**src/gcpb_pkg.sv**
```systemverilog
// ============================================================================
// gcpb_pkg
// Shared types and constants for the grid cell point binner.
// ============================================================================
package gcpb_pkg;

    // Operation codes carried by a request.
    typedef enum logic [1:0] {
        OP_CLEAR   = 2'd0,
        OP_COUNT   = 2'd1,
        OP_SCATTER = 2'd2,
        OP_READ    = 2'd3
    } op_t;

    // Configuration register indexes.
    localparam logic [2:0] REG_ORIGIN_X = 3'd0;
    localparam logic [2:0] REG_ORIGIN_Y = 3'd1;
    localparam logic [2:0] REG_ORIGIN_Z = 3'd2;
    localparam logic [2:0] REG_INV_X    = 3'd3;
    localparam logic [2:0] REG_INV_Y    = 3'd4;
    localparam logic [2:0] REG_INV_Z    = 3'd5;
    localparam logic [2:0] REG_DIVS     = 3'd6;

    localparam int DIV_BITS  = 11;
    localparam int SLOT_BITS = 24;
    localparam int CNT_BITS  = 25;
    localparam int CELL_BITS = 10;

    // Controller states.
    typedef enum logic [3:0] {
        ST_IDLE,
        ST_CLEAR,
        ST_MUL,
        ST_LIN1,
        ST_LIN2,
        ST_WALK_RD,
        ST_WALK,
        ST_RD,
        ST_MOD,
        ST_OUT
    } state_t;

endpackage

```
**src/gcpb_axis_quant.sv**
```systemverilog
// ============================================================================
// gcpb_axis_quant
// Registered quantisation of one coordinate into a clamped cell index.
// ============================================================================
module gcpb_axis_quant #(
    parameter int COORD_BITS = 32
) (
    input  logic                          aclk,
    input  logic                          load,
    input  logic signed [31:0]            coord,
    input  logic signed [31:0]            origin,
    input  logic [31:0]                   inv,
    input  logic [gcpb_pkg::DIV_BITS-1:0] div,
    output logic [gcpb_pkg::DIV_BITS-1:0] index
);
    import gcpb_pkg::*;

    logic signed [COORD_BITS:0] diff;
    logic [COORD_BITS-1:0]      du;
    logic                       pos;
    logic [COORD_BITS+31:0]     prod_reg;
    logic                       pos_reg;
    logic [COORD_BITS+15:0]     q;

    // Difference of the sign-extended coordinate and origin.
    assign diff = {coord[COORD_BITS-1], coord[COORD_BITS-1:0]}
                - {origin[COORD_BITS-1], origin[COORD_BITS-1:0]};
    assign pos  = !diff[COORD_BITS] && (diff != '0);
    assign du   = diff[COORD_BITS-1:0];

    // One multiplication, registered before the clamp.
    always_ff @(posedge aclk) begin
        if (load) begin
            prod_reg <= du * inv;
            pos_reg  <= pos;
        end
    end

    // Floor of the Q16.16 product: zero if not positive, else at most div - 1.
    always_comb begin
        q = prod_reg[COORD_BITS+31:16];
        if (!pos_reg) begin
            index = '0;
        end else if (q >= {{(COORD_BITS+16-DIV_BITS){1'b0}}, div}) begin
            index = div - 1'b1;
        end else begin
            index = q[DIV_BITS-1:0];
        end
    end
endmodule

```
**config.mk**
```make
export PLATFORM = sky130hd
export DESIGN_NAME = gcpb_axis_quant
export DESIGN_NICKNAME = d
export VERILOG_FILES = /design/src/gcpb_pkg.sv /design/src/gcpb_axis_quant.sv
export SDC_FILE = /design/constraint.sdc
export NUM_CORES = 2
export LEC_CHECK = 0
export BUFFER_PORTS_ARGS = -buffer_cell sky130_fd_sc_hd__buf_4
export CORE_MARGIN = 2
export CORE_UTILIZATION = 66
export CTS_CLUSTER_DIAMETER = 50
export DETAILED_ROUTE_END_ITERATION = 6
export PLACE_DENSITY = 0.95
export SYNTH_ARGS = -nofsm -noshare
export SYNTH_HDL_FRONTEND = slang
export SYNTH_SLANG_ARGS = --single-unit
```
**constraint.sdc**
```tcl
create_clock -name aclk -period 11.7 [get_ports aclk]
set_clock_uncertainty 0.15 [all_clocks]
set_input_delay 0.585 -clock aclk [delete_from_list [all_inputs] [get_ports aclk]]
set_output_delay 0.585 -clock aclk [all_outputs]
set_load 0.1 [all_outputs]
```
==> impl_metrics.tcl <==
set metrics [dict create \
    post_cts_buffers 0 \
    slowest_stage "fa_1" \
    seq_area_frac_synth 0.03957 \
    area_growth_syn_to_layout_pct 4.462 \
    grt_max_degree 50 \
    drt_iter0_drc 2458 \
    status "finished, violations left" \
    worstSetupPathType "input pin to register" \
    start_kind "input pin" \
    setup_violations 0 \
    cts_root_buf "clkbuf_16" \
    syn_area_um2 37180 \
    clkTransAtPathRegs_ps 70 \
    antenna_left 0 \
    die_x_um 241.4 \
    cp.arrival_ps 10750 \
    core_um2 56060 \
    grt.met2_usage 0.6268 \
    cts_sinks 49 \
    violations "DRC" \
    io_pins 120 \
    via_per_inst 6.101 \
    synth-edff-count 49 \
    grt-busiest-layer "met2" \
    synthFlopType "edfxtp_1" \
    worstMarginPinSlew_ps 1278 \
    crit_fanout 31 \
    crit_required_ps 11590 \
    tns_ps 0 \
    syn_nets 5420 \
    synth_compound_area_frac 0.05905 \
    post-route-period-util 0.9278 \
    cts_buffers 5 \
    maxCapViolations 0 \
    met1_usage 0.3988 \
    rsz0062_at_grt "no" \
    syn_avg_cell_area_um2 9.045 \
    rows 87 \
    die_y_um 241.4 \
    largest_reg_flops 48 \
    min-delay-start "load" \
    final_hold_viol_count 0 \
    drt-total-wl_um 103100 \
    synth_cell_types 71 \
    cts_hold_buf 0 \
    synth-adder-area-share 0.5847 \
    htreeDepth 2 \
    clk_path_buf_depth 2 \
    final_common_cell "inv_1" \
    final.min_clock_period_ps 10860 \
    crit_path_frequent_cell "fa_1" \
    first_global_vias 33810 \
    grt_usage 0.3707 \
    synth_top_area_share 0.4824 \
    fin_nets 5365 \
    start_util 0.6633 \
    holdPathStages 1 \
    layout_common_cells "inv_1, fa_1, nand2_1" \
    place_congestion 0.9497 \
    relSlewSlack 0.1436 \
    cts.repair.resized 0 \
    dieArea_um2 58250 \
    dpl.hpwl_um 82160 \
    synthMuxAreaShare 0.0008749 \
    portBuffers 119 \
    slew_violations 0 \
    slowest_delay_ps 780 \
    holdPathEnd "prod_reg[59]" \
    grt-ovfl-total 0 \
    netlist_instances 4111 \
    hold_path_class "input pin to register" \
    yosysTopAreaCell "fa_1" \
    num_vias 29370 \
    yosysWarnings 0 \
    end_kind "register" \
    antenna_found_initial 2 \
    synthSimpleGateAreaFrac 0.1795 \
    fmax_ghz 0.09212 \
    grtUsageMet3 0.09093 \
    grt_pass1_wl_um 166300 \
    drc 7 \
    yosys.area_share.xor_xnor 0.01790 \
    insertedDiodeCount 0 \
    async_flop_share 0 \
    drive_above_1_share 0.05201 \
    first_pass_iters 7 \
    tritoncts "built" \
    synth.area.top_cells "fa_1, ha_1, inv_1" \
    wl_per_cell_um 21.41 \
    synth_top_family_by_area "adder cells" \
    ys_seq_elements 49 \
]
==> kinds of logic (layout without fill, tap and decap cells) <==
family,after synthesis,after routing
AND/OR/NAND/NOR,1290,1290
adder cells (fa/ha/maj),1200,1200
buffers and inverters,1170,1116
AO/OA/AOI/OAI,323,323
XOR/XNOR,76,76
flip-flops,49,49
multiplexers,3,3
==> stage by stage <==
step	std cells	util	cell area [um^2]	hold slack [ps]	setup slack, ps
CTS	4813	0.6929	38840	700.3	1073
finish	4813	0.6929	38840	694.9	844.5
global route	4813	0.6929	38840	730.0	420.2
global placement	4805	0.6902	38690	996.1	1037
detailed placement	4805	0.6902	38690	1004	778.2
floorplan	4111	-	37180	547.5	2148
==> Yosys cell counts, types with 5 or more instances <==
| library cell | count |
|---|---|
| a211oi_1 | 10 |
| nand2_1 | 519 |
| o211ai_1 | 9 |
| nor3_1 | 20 |
| nor2_1 | 43 |
| nor4_1 | 17 |
| nor2b_1 | 55 |
| clkbuf_1 | 216 |
| o21a_1 | 13 |
| o21bai_1 | 13 |
| or3_1 | 9 |
| a21oi_1 | 89 |
| fa_1 | 896 |
| a31o_2 | 5 |
| xor2_1 | 24 |
| edfxtp_1 | 49 |
| o211a_1 | 15 |
| xnor2_1 | 52 |
| o21ai_1 | 6 |
| and3_1 | 34 |
| a31oi_1 | 11 |
| a21o_1 | 58 |
| nand3_1 | 20 |
| nand4_1 | 22 |
| and4_1 | 5 |
| inv_1 | 947 |
| o21ai_0 | 43 |
| and2_1 | 491 |
| ha_1 | 304 |
| nand2b_1 | 31 |
==> worst max path at each step <==
stage	start	to	slack [ps]	cells after the start
3_3_place_gp	coord[0]	prod_reg[62]	1040	33
3_5_place_dp	coord[0]	prod_reg[62]	780	34
5_1_grt	coord[0]	prod_reg[56]	420	34
4_1_cts	coord[0]	prod_reg[62]	1070	34
2_1_floorplan	origin[1]	prod_reg[62]	2150	35
6_report	coord[0]	prod_reg[62]	840	34
==> metal layers <==
metal / share of wire / up-vias
li1: - / 12090
met1: 0.31 / 14470
met2: 0.49 / 2016
met3: 0.10 / 784
met4: 0.095 / 2
met5: 0.00016 / -
==> area by class of cell <==
class | instances | area, um^2
Timing Repair Buffer | 161 | 1209
Fill cell | 3755 | 17220
Tap cell | 756 | 945.9
Clock buffer | 5 | 125.1
Clock inverter | 3 | 26.28
Sequential cell | 49 | 1471
Inverter | 947 | 3555
Multi-Input combinational cell | 2892 | 31510
==> worst max-delay path: cells and delay by family <==
family | cells | cell delay, ps
adder cells (fa/ha/maj) | 11 | 5540
AO/OA/AOI/OAI | 11 | 2980
buffers and inverters | 7 | 860
AND/OR/NAND/NOR | 4 | 630
XOR/XNOR | 1 | 140
Power is left out: the tool's default activity adds up to more than one toggle a clock period on the data nets, which glitch-free logic cannot reach.
